[config.mk]
export PLATFORM = sky130hd
export DESIGN_NAME = stream_session_controller_flat
export DESIGN_NICKNAME = d
export VERILOG_FILES = /design/src/rtl/core/ssc_pkg.sv /design/src/rtl/core/ssc_stream_if.sv /design/src/rtl/core/ssc_front.sv /design/src/rtl/core/ssc_queue.sv /design/src/rtl/core/ssc_back.sv /design/src/rtl/core/stream_session_controller.sv /design/src/flat_wrapper.sv
export SDC_FILE = /design/constraint.sdc
export NUM_CORES = 1
export LEC_CHECK = 0
export ABC_AREA = 1
export BUFFER_PORTS_ARGS = -buffer_cell sky130_fd_sc_hd__buf_2
export CAP_MARGIN = 20
export CELL_PAD_IN_SITES_DETAIL_PLACEMENT = 1
export CELL_PAD_IN_SITES_GLOBAL_PLACEMENT = 2
export CORE_ASPECT_RATIO = 1.75
export CORE_MARGIN = 5
export CORE_UTILIZATION = 40
export DETAILED_ROUTE_END_ITERATION = 8
export HOLD_SLACK_MARGIN = 0.15
export PLACE_DENSITY_LB_ADDON = 0.08
export SLEW_MARGIN = 20
export SYNTH_ARGS = -nofsm -noshare
export SYNTH_HDL_FRONTEND = slang
export SYNTH_SLANG_ARGS = --single-unit
[constraint.sdc]
create_clock -name clk -period 18.8 [get_ports clk]
set_clock_uncertainty 0.15 [all_clocks]
set_input_delay 4.7 -clock clk [delete_from_list [all_inputs] [get_ports clk]]
set_output_delay 4.7 -clock clk [all_outputs]
set_load 0.02 [all_outputs]
[src/rtl/core/ssc_pkg.sv]
// Shared types, codes and constants of the stream session controller.
package ssc_pkg;

    // Width of the millisecond time base and the CRC.
    localparam int TIME_W = 32;
    localparam int CRC_W  = 32;
    localparam int SEQ_W  = 16;
    localparam int LEN_W  = 16;
    localparam int BYTE_W = 8;

    // Command line buffer capacity in bytes, counting the terminator slot.
    localparam int LINE_CAPACITY = 32;
    localparam int LINE_W        = $clog2(LINE_CAPACITY);

    // Item kinds.
    localparam logic KIND_BYTE = 1'b0;
    localparam logic KIND_TICK = 1'b1;

    // Special received bytes.
    localparam logic [BYTE_W-1:0] CHAR_CR   = 8'h0D;
    localparam logic [BYTE_W-1:0] CHAR_LF   = 8'h0A;
    localparam logic [BYTE_W-1:0] CHAR_NULL = 8'h00;

    // Command table: bit 0 is ON, bit 1 is PING, bit 2 is OFF.
    localparam int CMD_COUNT   = 3;
    localparam int CMD_MAX_LEN = 14;
    localparam int CMD_POS_W   = $clog2(CMD_MAX_LEN);
    localparam int CMD_ON      = 0;
    localparam int CMD_PING    = 1;
    localparam int CMD_OFF     = 2;

    localparam logic [LINE_W-1:0] CMD_LEN [CMD_COUNT] = '{
        LINE_W'(12), LINE_W'(14), LINE_W'(13)
    };

    // Each command shares a ten-character prefix followed by its keyword.
    localparam logic [BYTE_W-1:0] CMD_TEXT [CMD_COUNT][CMD_MAX_LEN] = '{
        '{8'h46, 8'h4D, 8'h4A, 8'h53, 8'h54, 8'h52, 8'h45, 8'h41, 8'h4D, 8'h20,
          8'h4F, 8'h4E, 8'h00, 8'h00},
        '{8'h46, 8'h4D, 8'h4A, 8'h53, 8'h54, 8'h52, 8'h45, 8'h41, 8'h4D, 8'h20,
          8'h50, 8'h49, 8'h4E, 8'h47},
        '{8'h46, 8'h4D, 8'h4A, 8'h53, 8'h54, 8'h52, 8'h45, 8'h41, 8'h4D, 8'h20,
          8'h4F, 8'h46, 8'h46, 8'h00}
    };

    // Operations handed from the front end to the session engine.
    localparam logic [1:0] OP_ON   = 2'd0;
    localparam logic [1:0] OP_PING = 2'd1;
    localparam logic [1:0] OP_OFF  = 2'd2;
    localparam logic [1:0] OP_TICK = 2'd3;

    // Result event codes.
    localparam logic [1:0] EV_READY   = 2'd0;
    localparam logic [1:0] EV_STOPPED = 2'd1;
    localparam logic [1:0] EV_FRAME   = 2'd2;

    // Configuration register map.
    localparam int CFG_INDEX_W = 2;
    localparam int CFG_DATA_W  = 32;
    localparam logic [CFG_INDEX_W-1:0] CFG_IDX_CLIENT_TIMEOUT = 2'd0;
    localparam logic [CFG_INDEX_W-1:0] CFG_IDX_FRAME_PERIOD   = 2'd1;
    localparam logic [CFG_INDEX_W-1:0] CFG_IDX_FRAME_BYTES    = 2'd2;

    localparam logic [TIME_W-1:0] CFG_CLIENT_TIMEOUT_RST = 32'd3000;
    localparam logic [TIME_W-1:0] CFG_FRAME_PERIOD_RST   = 32'd100;
    localparam logic [LEN_W-1:0]  CFG_FRAME_BYTES_RST    = 16'd64800;

    // Operation queue depth, a power of two.
    localparam int QUEUE_DEPTH = 2;
    localparam int QPTR_W      = $clog2(QUEUE_DEPTH);
    localparam int QCNT_W      = $clog2(QUEUE_DEPTH + 1);

    typedef struct packed {
        logic [1:0]        op;
        logic [TIME_W-1:0] now_ms;
        logic              frame_changed;
        logic [CRC_W-1:0]  canvas_crc;
    } ssc_op_t;

    typedef struct packed {
        logic full;
        logic empty;
    } ssc_qstat_t;

    typedef struct packed {
        logic [TIME_W-1:0] client_timeout_ms;
        logic [TIME_W-1:0] frame_period_ms;
        logic [LEN_W-1:0]  frame_bytes;
    } ssc_cfg_t;

    typedef struct packed {
        logic [1:0]       event_res;
        logic [SEQ_W-1:0] frame_sequence;
        logic [LEN_W-1:0] payload_length;
        logic [CRC_W-1:0] payload_crc;
    } ssc_res_t;

endpackage

[src/rtl/core/ssc_stream_if.sv]
// Valid/ready channel interfaces for input items and result items.
interface ssc_item_if;
    import ssc_pkg::*;

    logic              valid;
    logic              ready;
    logic              kind;
    logic [BYTE_W-1:0] data_byte;
    logic [TIME_W-1:0] now_ms;
    logic              frame_changed;
    logic [CRC_W-1:0]  canvas_crc;

    modport source (output valid, output kind, output data_byte, output now_ms,
                    output frame_changed, output canvas_crc, input ready);
    modport sink (input valid, input kind, input data_byte, input now_ms,
                  input frame_changed, input canvas_crc, output ready);
endinterface

interface ssc_result_if;
    import ssc_pkg::*;

    logic             valid;
    logic             ready;
    logic [1:0]       event_res;
    logic [SEQ_W-1:0] frame_sequence;
    logic [LEN_W-1:0] payload_length;
    logic [CRC_W-1:0] payload_crc;

    modport source (output valid, output event_res, output frame_sequence,
                    output payload_length, output payload_crc, input ready);
    modport sink (input valid, input event_res, input frame_sequence,
                  input payload_length, input payload_crc, output ready);
endinterface

[src/rtl/core/ssc_front.sv]
// Front end: accepts items, assembles and matches command lines, issues operations.
module ssc_front (
    input  logic            clk,
    input  logic            rst_n,
    ssc_item_if.sink        item,
    input  ssc_pkg::ssc_qstat_t qstat,
    output logic            push,
    output ssc_pkg::ssc_op_t push_op
);
    import ssc_pkg::*;

    logic [LINE_W-1:0]    line_len_reg, line_len_next;
    logic [CMD_COUNT-1:0] match_reg, match_next;
    logic                 ended_reg, ended_next;
    logic [CMD_COUNT-1:0] len_hit;
    logic [CMD_COUNT-1:0] char_hit;
    logic [CMD_COUNT-1:0] hit;
    logic [CMD_POS_W-1:0] pos;
    logic                 accept;

    assign item.ready = !qstat.full;
    assign accept     = item.valid && item.ready;
    assign pos        = CMD_POS_W'(line_len_reg);

    // Per-command compare of the current position against the table.
    always_comb
    begin
        for (int i = 0; i < CMD_COUNT; i++)
        begin
            len_hit[i]  = (line_len_reg == CMD_LEN[i]);
            char_hit[i] = (line_len_reg < CMD_LEN[i]) && (CMD_TEXT[i][pos] == item.data_byte);
        end
    end

    always_comb
    begin
        line_len_next         = line_len_reg;
        match_next            = match_reg;
        ended_next            = ended_reg;
        push                  = 1'b0;
        push_op.op            = OP_TICK;
        push_op.now_ms        = item.now_ms;
        push_op.frame_changed = item.frame_changed;
        push_op.canvas_crc    = item.canvas_crc;
        hit                   = ended_reg ? match_reg : (match_reg & len_hit);

        if (accept)
        begin
            if (item.kind == KIND_TICK)
            begin
                push = 1'b1;
            end
            else if (item.data_byte == CHAR_CR)
            begin
                // Carriage return leaves the line untouched.
            end
            else if (item.data_byte == CHAR_LF)
            begin
                if (hit[CMD_ON])
                begin
                    push       = 1'b1;
                    push_op.op = OP_ON;
                end
                else if (hit[CMD_PING])
                begin
                    push       = 1'b1;
                    push_op.op = OP_PING;
                end
                else if (hit[CMD_OFF])
                begin
                    push       = 1'b1;
                    push_op.op = OP_OFF;
                end
                line_len_next = '0;
                match_next    = '1;
                ended_next    = 1'b0;
            end
            else if (line_len_reg < LINE_W'(LINE_CAPACITY - 1))
            begin
                if (!ended_reg)
                begin
                    if (item.data_byte == CHAR_NULL)
                    begin
                        match_next = match_reg & len_hit;
                        ended_next = 1'b1;
                    end
                    else
                    begin
                        match_next = match_reg & char_hit;
                    end
                end
                line_len_next = line_len_reg + LINE_W'(1);
            end
            else
            begin
                // Overflow drops the byte and restarts the line.
                line_len_next = '0;
                match_next    = '1;
                ended_next    = 1'b0;
            end
        end
    end

    always_ff @(posedge clk or negedge rst_n)
    begin
        if (!rst_n)
        begin
            line_len_reg <= '0;
            match_reg    <= '1;
            ended_reg    <= 1'b0;
        end
        else
        begin
            line_len_reg <= line_len_next;
            match_reg    <= match_next;
            ended_reg    <= ended_next;
        end
    end

endmodule

[src/rtl/core/ssc_queue.sv]
// Small operation queue between the front end and the session engine.
module ssc_queue (
    input  logic                 clk,
    input  logic                 rst_n,
    input  logic                 push,
    input  ssc_pkg::ssc_op_t     push_op,
    input  logic                 pop,
    output ssc_pkg::ssc_op_t     head_op,
    output ssc_pkg::ssc_qstat_t  qstat
);
    import ssc_pkg::*;

    ssc_op_t           slot_reg [QUEUE_DEPTH];
    logic [QPTR_W-1:0] wr_ptr_reg, wr_ptr_next;
    logic [QPTR_W-1:0] rd_ptr_reg, rd_ptr_next;
    logic [QCNT_W-1:0] count_reg, count_next;
    logic              do_push;
    logic              do_pop;

    assign qstat.full  = (count_reg == QCNT_W'(QUEUE_DEPTH));
    assign qstat.empty = (count_reg == '0);
    assign do_push     = push && !qstat.full;
    assign do_pop      = pop && !qstat.empty;
    assign head_op     = slot_reg[rd_ptr_reg];

    always_comb
    begin
        wr_ptr_next = do_push ? wr_ptr_reg + QPTR_W'(1) : wr_ptr_reg;
        rd_ptr_next = do_pop ? rd_ptr_reg + QPTR_W'(1) : rd_ptr_reg;
        count_next  = count_reg;
        if (do_push && !do_pop)
        begin
            count_next = count_reg + QCNT_W'(1);
        end
        else if (do_pop && !do_push)
        begin
            count_next = count_reg - QCNT_W'(1);
        end
    end

    always_ff @(posedge clk)
    begin
        if (do_push)
        begin
            slot_reg[wr_ptr_reg] <= push_op;
        end
    end

    always_ff @(posedge clk or negedge rst_n)
    begin
        if (!rst_n)
        begin
            wr_ptr_reg <= '0;
            rd_ptr_reg <= '0;
            count_reg  <= '0;
        end
        else
        begin
            wr_ptr_reg <= wr_ptr_next;
            rd_ptr_reg <= rd_ptr_next;
            count_reg  <= count_next;
        end
    end

endmodule

[src/rtl/core/ssc_back.sv]
// Session engine: executes operations, keeps session state, holds the result register.
module ssc_back (
    input  logic                clk,
    input  logic                rst_n,
    input  ssc_pkg::ssc_cfg_t   cfg,
    input  ssc_pkg::ssc_op_t    head_op,
    input  ssc_pkg::ssc_qstat_t qstat,
    output logic                pop,
    output logic                res_valid,
    input  logic                res_ready,
    output ssc_pkg::ssc_res_t   res
);
    import ssc_pkg::*;

    logic              stream_reg, stream_next;
    logic              pending_reg, pending_next;
    logic [TIME_W-1:0] client_time_reg, client_time_next;
    logic [TIME_W-1:0] frame_time_reg, frame_time_next;
    logic [SEQ_W-1:0]  seq_reg, seq_next;
    logic              out_valid_reg, out_valid_next;
    ssc_res_t          out_reg, out_next;
    logic [TIME_W-1:0] client_elapsed;
    logic [TIME_W-1:0] frame_elapsed;
    logic              timed_out;
    logic              tick_stream;
    logic              tick_pending;
    logic              emit;

    assign pop       = !qstat.empty && (!out_valid_reg || res_ready);
    assign res_valid = out_valid_reg;
    assign res       = out_reg;

    assign client_elapsed = head_op.now_ms - client_time_reg;
    assign frame_elapsed  = head_op.now_ms - frame_time_reg;
    assign timed_out      = stream_reg && (client_elapsed > cfg.client_timeout_ms);
    assign tick_stream    = stream_reg && !timed_out;
    assign tick_pending   = head_op.frame_changed || (pending_reg && !timed_out);

    always_comb
    begin
        stream_next      = stream_reg;
        pending_next     = pending_reg;
        client_time_next = client_time_reg;
        frame_time_next  = frame_time_reg;
        seq_next         = seq_reg;
        emit             = 1'b0;
        out_next         = '0;
        out_valid_next   = out_valid_reg && !res_ready;

        if (pop)
        begin
            case (head_op.op)
                OP_ON:
                begin
                    stream_next        = 1'b1;
                    pending_next       = 1'b1;
                    client_time_next   = head_op.now_ms;
                    emit               = 1'b1;
                    out_next.event_res = EV_READY;
                end
                OP_PING:
                begin
                    if (stream_reg)
                    begin
                        client_time_next = head_op.now_ms;
                    end
                end
                OP_OFF:
                begin
                    stream_next        = 1'b0;
                    pending_next       = 1'b0;
                    emit               = 1'b1;
                    out_next.event_res = EV_STOPPED;
                end
                OP_TICK:
                begin
                    stream_next  = tick_stream;
                    pending_next = tick_pending;
                    if (tick_stream && tick_pending && (frame_elapsed >= cfg.frame_period_ms))
                    begin
                        emit                    = 1'b1;
                        out_next.event_res      = EV_FRAME;
                        out_next.frame_sequence = seq_reg;
                        out_next.payload_length = cfg.frame_bytes;
                        out_next.payload_crc    = head_op.canvas_crc;
                        seq_next                = seq_reg + SEQ_W'(1);
                        pending_next            = 1'b0;
                        frame_time_next         = head_op.now_ms;
                    end
                end
                default:
                begin
                end
            endcase
            out_valid_next = emit;
        end
    end

    always_ff @(posedge clk)
    begin
        if (pop && emit)
        begin
            out_reg <= out_next;
        end
    end

    always_ff @(posedge clk or negedge rst_n)
    begin
        if (!rst_n)
        begin
            stream_reg      <= 1'b0;
            pending_reg     <= 1'b0;
            client_time_reg <= '0;
            frame_time_reg  <= '0;
            seq_reg         <= '0;
            out_valid_reg   <= 1'b0;
        end
        else
        begin
            stream_reg      <= stream_next;
            pending_reg     <= pending_next;
            client_time_reg <= client_time_next;
            frame_time_reg  <= frame_time_next;
            seq_reg         <= seq_next;
            out_valid_reg   <= out_valid_next;
        end
    end

endmodule

[src/rtl/core/stream_session_controller.sv]
// Top level of the stream session controller.
//
// The controller takes one transaction per clock cycle on its item channel, sustained
// indefinitely while the result channel keeps taking results; that rate is set by the
// single result register at the back, which is refilled in the same cycle it is emptied.
// A transaction is either a received command byte or an update tick. Command bytes are
// assembled and matched against the ON, PING and OFF commands in the front end, one byte
// per cycle, so nothing about the line costs extra time at the newline. Ticks and decoded
// commands then pass through a two-entry operation queue to the session engine, which
// owns streaming state, the client and frame timers and the frame sequence counter. A
// result, when a transaction produces one, is registered at the back after the transaction
// has passed through the queue and is held there until taken; meanwhile the front end
// keeps accepting until the queue fills. Ready and stopped replies carry zeros in the
// sequence, length and CRC fields. Configuration writes take effect at the writing edge
// and are expected only while no transaction is in flight; unknown indexes are ignored.
// There is no initialization sweep after reset.
module stream_session_controller (
    input  logic                            clk,
    input  logic                            rst_n,
    ssc_item_if.sink                        item,
    ssc_result_if.source                    result,
    input  logic                            cfg_write,
    input  logic [ssc_pkg::CFG_INDEX_W-1:0] cfg_index,
    input  logic [ssc_pkg::CFG_DATA_W-1:0]  cfg_data
);
    import ssc_pkg::*;

    ssc_cfg_t   cfg_reg;
    ssc_cfg_t   cfg_next;
    ssc_op_t    push_op;
    ssc_op_t    head_op;
    ssc_qstat_t qstat;
    ssc_res_t   res;
    logic       push;
    logic       pop;

    // Register file: each write to a known index lands in exactly one field, by index.
    always_comb
    begin
        cfg_next = cfg_reg;
        if (cfg_write)
        begin
            case (cfg_index)
                CFG_IDX_CLIENT_TIMEOUT: cfg_next.client_timeout_ms = TIME_W'(cfg_data);
                CFG_IDX_FRAME_PERIOD:   cfg_next.frame_period_ms   = TIME_W'(cfg_data);
                CFG_IDX_FRAME_BYTES:    cfg_next.frame_bytes       = cfg_data[LEN_W-1:0];
                default:
                begin
                end
            endcase
        end
    end

    always_ff @(posedge clk or negedge rst_n)
    begin
        if (!rst_n)
        begin
            cfg_reg.client_timeout_ms <= CFG_CLIENT_TIMEOUT_RST;
            cfg_reg.frame_period_ms   <= CFG_FRAME_PERIOD_RST;
            cfg_reg.frame_bytes       <= CFG_FRAME_BYTES_RST;
        end
        else
        begin
            cfg_reg <= cfg_next;
        end
    end

    // Front end: line assembly and command decode.
    ssc_front u_front (
        .clk     (clk),
        .rst_n   (rst_n),
        .item    (item),
        .qstat   (qstat),
        .push    (push),
        .push_op (push_op)
    );

    // Operation queue that decouples decode from execution.
    ssc_queue u_queue (
        .clk     (clk),
        .rst_n   (rst_n),
        .push    (push),
        .push_op (push_op),
        .pop     (pop),
        .head_op (head_op),
        .qstat   (qstat)
    );

    // Session engine with its result register.
    ssc_back u_back (
        .clk       (clk),
        .rst_n     (rst_n),
        .cfg       (cfg_reg),
        .head_op   (head_op),
        .qstat     (qstat),
        .pop       (pop),
        .res_valid (result.valid),
        .res_ready (result.ready),
        .res       (res)
    );

    assign result.event_res      = res.event_res;
    assign result.frame_sequence = res.frame_sequence;
    assign result.payload_length = res.payload_length;
    assign result.payload_crc    = res.payload_crc;

endmodule

[src/flat_wrapper.sv]
// flat-port wrapper written by rule: the top's interface ports become plain ports
module stream_session_controller_flat import ssc_pkg::*;
  (clk, rst_n, cfg_write, cfg_index, cfg_data, item_valid, item_kind, item_data_byte, item_now_ms, item_frame_changed, item_canvas_crc, item_ready, result_valid, result_event_res, result_frame_sequence, result_payload_length, result_payload_crc, result_ready);
  ssc_item_if item_i ();
  ssc_result_if result_i ();
  input  logic clk;
  input  logic rst_n;
  input  logic cfg_write;
  input  logic [ssc_pkg::CFG_INDEX_W-1:0] cfg_index;
  input  logic [ssc_pkg::CFG_DATA_W-1:0] cfg_data;
  input wire logic [$bits(item_i.valid)-1:0] item_valid;
  input wire logic [$bits(item_i.kind)-1:0] item_kind;
  input wire logic [$bits(item_i.data_byte)-1:0] item_data_byte;
  input wire logic [$bits(item_i.now_ms)-1:0] item_now_ms;
  input wire logic [$bits(item_i.frame_changed)-1:0] item_frame_changed;
  input wire logic [$bits(item_i.canvas_crc)-1:0] item_canvas_crc;
  output wire logic [$bits(item_i.ready)-1:0] item_ready;
  output wire logic [$bits(result_i.valid)-1:0] result_valid;
  output wire logic [$bits(result_i.event_res)-1:0] result_event_res;
  output wire logic [$bits(result_i.frame_sequence)-1:0] result_frame_sequence;
  output wire logic [$bits(result_i.payload_length)-1:0] result_payload_length;
  output wire logic [$bits(result_i.payload_crc)-1:0] result_payload_crc;
  input wire logic [$bits(result_i.ready)-1:0] result_ready;
  assign item_i.valid = item_valid;
  assign item_i.kind = item_kind;
  assign item_i.data_byte = item_data_byte;
  assign item_i.now_ms = item_now_ms;
  assign item_i.frame_changed = item_frame_changed;
  assign item_i.canvas_crc = item_canvas_crc;
  assign item_ready = item_i.ready;
  assign result_valid = result_i.valid;
  assign result_event_res = result_i.event_res;
  assign result_frame_sequence = result_i.frame_sequence;
  assign result_payload_length = result_i.payload_length;
  assign result_payload_crc = result_i.payload_crc;
  assign result_i.ready = result_ready;
  stream_session_controller u_core (.clk(clk), .rst_n(rst_n), .item(item_i), .result(result_i), .cfg_write(cfg_write), .cfg_index(cfg_index), .cfg_data(cfg_data));
endmodule
Yosys cells after proc, flatten, opt, wreduce, memory -nomap -nowiden:

Memories as Yosys holds them, arrays and structs flattened.
Index checks and enable logic that the tools add are counted.

* add/sub/neg operators: 8
* magnitude comparators: 7
* equality and inequality tests: 16
* muxes and demuxes: 46
* bitwise operators: 5
* reductions and logical operators: 41

Operators with widths (count)
* $mux W66: 1
* $pmux W32 S2: 1
* $sub A32 B32 Y32: 2
* $mux W8: 6
* $ge A32 B32 Y1: 1
* $gt A32 B32 Y1: 1
* $mux W32: 1
* $eq A8 B8 Y1: 3
* $mux W1: 18
* $add A16 B1 Y16 const B: 1
* $eq A8 B4 Y1 const B: 2
* $logic_and A1 B1 Y1: 16
* $mux W2: 8
* $eq A5 B4 Y1 const B: 3
* $lt A5 B4 Y1 const B: 3
* $mux W3: 5
* $mux W5: 2
* $reduce_and A3 Y1: 3
* $eq A2 B2 Y1 const B: 4
* $logic_not A8 Y1: 1
* $reduce_and A2 Y1: 4
* $logic_not A1 Y1: 7
* $and A3 B3 Y3: 2
* $logic_not A2 Y1: 3
* other kinds (19): 25

* register bits after elaboration: 242
* bits in writable memories: 134
* memory bits (read-only): 384
* output and inout port bits: 68
* logic and storage cells: 146
* memories: 4

Memory list
* u_core.u_queue.slot_reg: words 2, width 67, rd ports 1, clocked after Yosys merged registers in 0, wr ports 1, line ssc_queue.sv:13 `ssc_op_t slot_reg [QUEUE_DEPTH];`
* (no name shown): words 16, width 8, rd ports 1, clocked after Yosys merged registers in 0, wr ports 0, line ssc_front.sv:31 `char_hit[i] = (line_len_reg < CMD_LEN[i]) && (CMD_TEXT[i][pos] == item.data_byte);`
* (no name shown): words 16, width 8, rd ports 1, clocked after Yosys merged registers in 0, wr ports 0, line ssc_front.sv:31
* (no name shown): words 16, width 8, rd ports 1, clocked after Yosys merged registers in 0, wr ports 0, line ssc_front.sv:31

Logic depth before layout (Yosys ltp):

* depth in word-level cells: 15
* depth in mapped cells: 34
* gate-level depth less buffers: 31

Modules after synthesis:

A second synthesis with hierarchy kept.

* cells, all modules: 2526
* area, all modules: 21703.3 um2

By module, submodules not included
* ssc_back: times used 1, cells an instance 1498, area an instance 11432.2 um2, seq. area each 4058.9 um2
* ssc_queue: times used 1, cells an instance 382, area an instance 5112.4 um2, seq. area each 4124.0 um2
* stream_session_controller: times used 1, cells an instance 355, area an instance 3373.2 um2, seq. area each 2024.4 um2
* ssc_front: times used 1, cells an instance 291, area an instance 1785.5 um2, seq. area each 229.0 um2

Worst setup path after synthesis:

No wires, ideal clock.

* kind: input to register
* start: input item_data_byte[4]
* end: memory u_core.u_queue.slot_reg[0][0] in the netlist's numbering (enable)
* library setup time: 492 ps
* data arrival time: 8608 ps
* required time: 18158 ps
* setup slack: 9550 ps
* stages: 8
* buffers on the path: 0
* path through: inv_1 nand4_1 nor4_1 inv_1 or2_2 a21oi_2 inv_1 nor2_1

* cells in the longest elaborated chain, start to end: 8
* elaborated cells on any way between the ends: 9
* those cells by class: eq/ne (2); mux (6); reduce/logical (1)

Ends and longest elaborated chain
* from (decl): line flat_wrapper.sv:13 `input wire logic [$bits(item_i.data_byte)-1:0] item_data_byte;`
* $eq A8 B4 Y1: line ssc_front.sv:57 `else if (item.data_byte == CHAR_LF)`
* $mux W1: line ssc_front.sv:57
* $mux W1 *: line ssc_front.sv:53 `else if (item.data_byte == CHAR_CR)`
* $mux W1 *: line ssc_front.sv:49 `if (item.kind == KIND_TICK)`
* $mux W1 *: line ssc_front.sv:47 `if (accept)`
* $logic_and A1 B1 Y1 *: line ssc_queue.sv:22 `assign do_push = push && !qstat.full;`
* via u_core.u_queue.do_push: line ssc_queue.sv:17 `logic do_push;`
* $mux W1 *: line ssc_queue.sv:43 `if (do_push)`
* $mux W1 (implied by the code) *: line ssc_queue.sv:45 `slot_reg[wr_ptr_reg] <= push_op;`
* to (decl): line ssc_queue.sv:13

The timed path passes the listed nets; every way through them passes the cells marked *.

Final worst setup path:

* start: register u_core.u_queue.rd_ptr_reg
* end: register u_core.u_back.out_reg, in the netlist u_core.u_back.res[47] (enable)

* cells in the longest elaborated chain, start to end: 13
* elaborated cells on any way between the ends: 20
* those cells by class: add/sub (2); order compare (2); eq/ne (2); mux (3); reduce/logical (10); memory (1)

Ends and longest elaborated chain
* from (decl): line ssc_queue.sv:15 `logic [QPTR_W-1:0] rd_ptr_reg, rd_ptr_next;`
* from (signal assigned): line ssc_queue.sv:60 `rd_ptr_reg <= rd_ptr_next;`
* $mem_v2 Z2 W67 *
* $sub A32 B32 Y32: line ssc_back.sv:33 `assign client_elapsed = head_op.now_ms - client_time_reg;`
* $gt A32 B32 Y1: line ssc_back.sv:35 `assign timed_out = stream_reg && (client_elapsed > cfg.client_timeout_ms);`
* $logic_and A1 B1 Y1: line ssc_back.sv:35
* $logic_not A1 Y1: line ssc_back.sv:36, ssc_back.sv:37
* $logic_and A1 B1 Y1: line ssc_back.sv:37 `assign tick_pending = head_op.frame_changed || (pending_reg && !timed_out);`
* $logic_or A1 B1 Y1: line ssc_back.sv:37
* $logic_and A1 B1 Y1 (2 in series): line ssc_back.sv:79 `if (tick_stream && tick_pending && (frame_elapsed >= cfg.frame_period_ms))`
* $mux W1: line ssc_back.sv:79
* $pmux W1 S2 *: line ssc_back.sv:52 `case (head_op.op)`
* $mux W1 *: line ssc_back.sv:50 `if (pop)`
* $logic_and A1 B1 Y1 *: line ssc_back.sv:101 `if (pop && emit)`
* to (signal assigned): line ssc_back.sv:103 `out_reg <= out_next;`
* to (decl): line ssc_back.sv:21 `ssc_res_t out_reg, out_next;`

Mark *: on every way between the ends. The rest lies on a longest branch, timed or not.
A chain may end at the register's enable or synchronous reset.

==> metrics.md <==
| Metric | Value |
|---|---|
| Outcome | `finished clean` |
| Cell mode on critical path | `nand2_1` |
| Metal3 WL | `roughly 2200 µm` |
| Power Density | `204 mW/mm²` |
| Worst-Skew Late Latency | `~560 ps` |
| Worst slew pin tran | `1030 ps` |
| Pre-antenna DRT Iters | `4` |
| Syn Area/Cell | `8.87 µm²` |
| Post-route setup TNS | `0 ps` |
| Seq cells post-synth | `around 380` |
| Switching power | `around 2.3 mW` |
| Layout cells sized above 1 | `12.8%` |
| Die Y-Extent | `308 µm` |
| Utilization after layout | `a little under half` |
| Crit path kind | `reg -> reg` |
| Clock power frac | `approximately 16%` |
| Final setup vio count | `0` |
| Worst Path Required | `roughly 19000 ps` |
| GRT overflow | `0` |
| Site Rows | `109` |
| Critical Path AT | `7810 ps` |
| Peak supply drop | `0.0895 mV` |
| Clk buf depth | `3` |
| Layout Nets | `2704` |
| Top_reg_cell synth | `edfxtp_1` |
| Placer Congestion | `0.877` |
| Period utilisation layout | `around two fifths` |
| Avg WL per Cell | `18.6 µm` |
| Cts hold-fix bufs | `0` |
| Max frequency | `0.128 GHz` |
| Async SR Flop Fraction | `46.8%` |
| Post-synth top area share | `29.6%` |
| Worst relative slew slack | `a little over 30%` |
| Design Area, Final | `0.0231 mm²` |
| Crit. End Element | `flop` |
| Worst Path Max Fanout | `66` |
| Hold_ws | `309 ps` |
| Post-route minimum period | `7800 ps` |
| Resized cells post-CTS | `0` |
| Clock Sink Count | `roughly 380` |
| Slowest-stage cell, CP | `nand2_4` |
| Vias | `~16000` |
| FF-to-FF Start | `u_core.u_queue.rd_ptr_reg$_DFFE_PN0P_` |
| Initial Utilization | `just over 40%` |
| Combinational share of power | `between 50 and 60%` |
| Number of CTS-inserted buffers | `37` |
| # port buffers | `180` |
| Net Sw Frac | `between 40% and 50%` |
| Flop pwr share | `25.6%` |
| Setup Fix Bufs, Post-CTS | `0` |
| Post-synth top cells | `626 x nand2_1, 325 x inv_1, 200 x edfxtp_1` |
| Area Overhead vs Synth | `13.9%` |
| CTS tree | `done` |
| Cell with the most instances after synthesis | `nand2_1` |
| Number of global-route vias before repair | `17600` |
| CTS root buffer | `clkbuf_16` |
| Ranking of synthesized cells by area | `edfxtp_1 30%, dfrtp_1 19%, nand2_1 12%, ha_1 8.3%, inv_1 6.0%` |
| Total Power | `4.72 mW` |
| Largest register FFs | `approximately 130` |
| CP Buf/Inv Count | `4` |
| Final hold vios | `0` |
| Startpoint Class | `flop` |
| Hold Crit Class | `reg -> reg` |
| Most area-hungry cell type in the Yosys netlist | `edfxtp_1` |
| Residual DRC | `0` |
| CP Launch Point | `u_core.u_queue.rd_ptr_reg$_DFFE_PN0P_` |
| Placed cell areas | `0.0219 mm²` |
| Unique masters post-synth | `44` |
| Syn nets | `2538` |
| Vias per cell | `5.02` |
| Post-synth EDFFs | `200` |
| Core area | `0.0505 mm²` |
| GR Util All Layers | `about a fifth` |
| H-Tree Depth | `2` |
| Crit-path leading delay family | `simple AND/OR/NAND/NOR gates` |
| IO Pins | `181` |
| Cells after synthesis | `about 2300` |
| Largest stage delay on the critical path | `1000 ps` |
| Yosys warns | `0` |
| Largest net degree at the start of global routing | `75` |
| WL met1 | `22000 µm` |
| Area of the mapped netlist | `0.0203 mm²` |
| Initial antenna violation count | `11` |
| Die ar. | `0.0555 mm²` |
| Die Wd | `180 µm` |
| Highest Signal Layer | `met5` |
| Pint | `approximately 2.4 mW` |
| Startpoint of the worst hold path | `u_core.u_front.match_reg[1]$_DFFE_PN1P_` |
| Register area share after synthesis | `51.4%` |
| Unrepaired setup endpoints after global routing | `false` |
| Final wirelength | `58500 µm` |
| Metal2 WL | `31600 µm` |
| Clk pin slew, worst setup/hold paths | `70 ps` |
| Max-slew violations | `0` |
| Antenna-violating nets left | `0` |
| Maxcap violations | `0` |
| Post-DP HPWL | `45300 µm` |
| Global-route wire length before repair | `approximately 93000 µm` |
| Initial DRC count | `between 500 and 600` |
| LEAKAGE | `10.7 nW` |
==> cells by family (layout without fill, tap and decap cells) <==
kind of cell	count (synthesis)	count (layout)	share of synthesized area [%]
buf+inv	393	588	7.56
other cells	0	3	0
mux	1	1	0.0493
xor+xnor	88	88	3.80
simple gates	942	942	19.1
flops	376	376	51.4
fa+ha+maj	136	136	8.46
compound gates	353	353	9.64
==> metal layers <==
layer | vias to the layer above | global-route usage [%]
li1 | 7809 | -
met1 | 7596 | 21.7
met4 | 14 | 8.87
met5 | - | 0
met3 | 130 | 3.40
met2 | 283 | 40.6
==> cell type report <==
class / count / area [µm²]
fill: 5953 / 27300
timing repair buffer: 192 / 1010
clock inverter: 20 / 214
inverter: 328 / 1230
antenna: 3 / 7.51
tap: 666 / 833
multi-input combinational: 1520 / 8370
sequential: 376 / 10400
clock buffer: 48 / 1020
==> final timing paths <==
kind | endpoint | slack, ps | depth (start not counted)
worst max-delay path | u_core.u_back.res[47]$_SDFFCE_PN0P_ | 11000 | 30
worst min-delay path | u_core.u_front.match_reg[1]$_DFFE_PN1P_ | 310 | 2
worst max register to register | u_core.u_back.res[47]$_SDFFCE_PN0P_ | 11000 | 30
worst min register to register | u_core.u_front.match_reg[1]$_DFFE_PN1P_ | 310 | 2
max in group asynchronous | u_core.u_queue.rd_ptr_reg$_DFFE_PN0P_ | 13270 | 2
min in group asynchronous | u_core.cfg_reg[19]$_DFFE_PN0P_ | 3890 | 1
==> placed cells by master, fill, tap and decap left out, types with 8 or more instances in the layout <==
cell | synthesis | final
buf_4 | 2 | 11
nand2_1 | 626 | 624
nor3_1 | 22 | 22
a21oi_1 | 123 | 123
dfrtp_1 | 155 | 154
a31oi_1 | 8 | 8
xnor2_1 | 18 | 18
ha_1 | 134 | 134
nor2_1 | 155 | 153
nand3_1 | 45 | 44
clkbuf_16 | 0 | 38
inv_1 | 325 | 324
a21oi_2 | 21 | 21
o21ai_0 | 155 | 155
o21ai_1 | 8 | 8
dfstp_2 | 21 | 21
nand4_1 | 68 | 68
xor2_1 | 70 | 70
edfxtp_1 | 200 | 200
a21o_1 | 16 | 16
buf_2 | 11 | 179
==> per-stage QoR <==
stage | cells | worst slack, ps
after floorplan | 2289 | 9550
after global placement | 3081 | 10640
after detailed placement | 3082 | 10580
after CTS | 3150 | 10830
after global routing | 3153 | 10440
final | 3153 | 11000
==> worst min-delay path: stages, from the launching register on <==
cell and delay (ps):
dfstp_2 370, nand2_1 50, nand2_1 40
==> power groups by stage <==
stage	registers, mW	clock network [mW]	logic (mW)
4_1_cts	1.21	0.773	2.81
3_3_place_gp	1.22	0	2.71
2_1_floorplan	1.28	0	1.87
5_1_grt	1.23	0.805	3.13
3_5_place_dp	1.23	0	2.79
6_report	1.21	0.749	2.76
No activity file was read; power rests on OpenSTA's default activity.
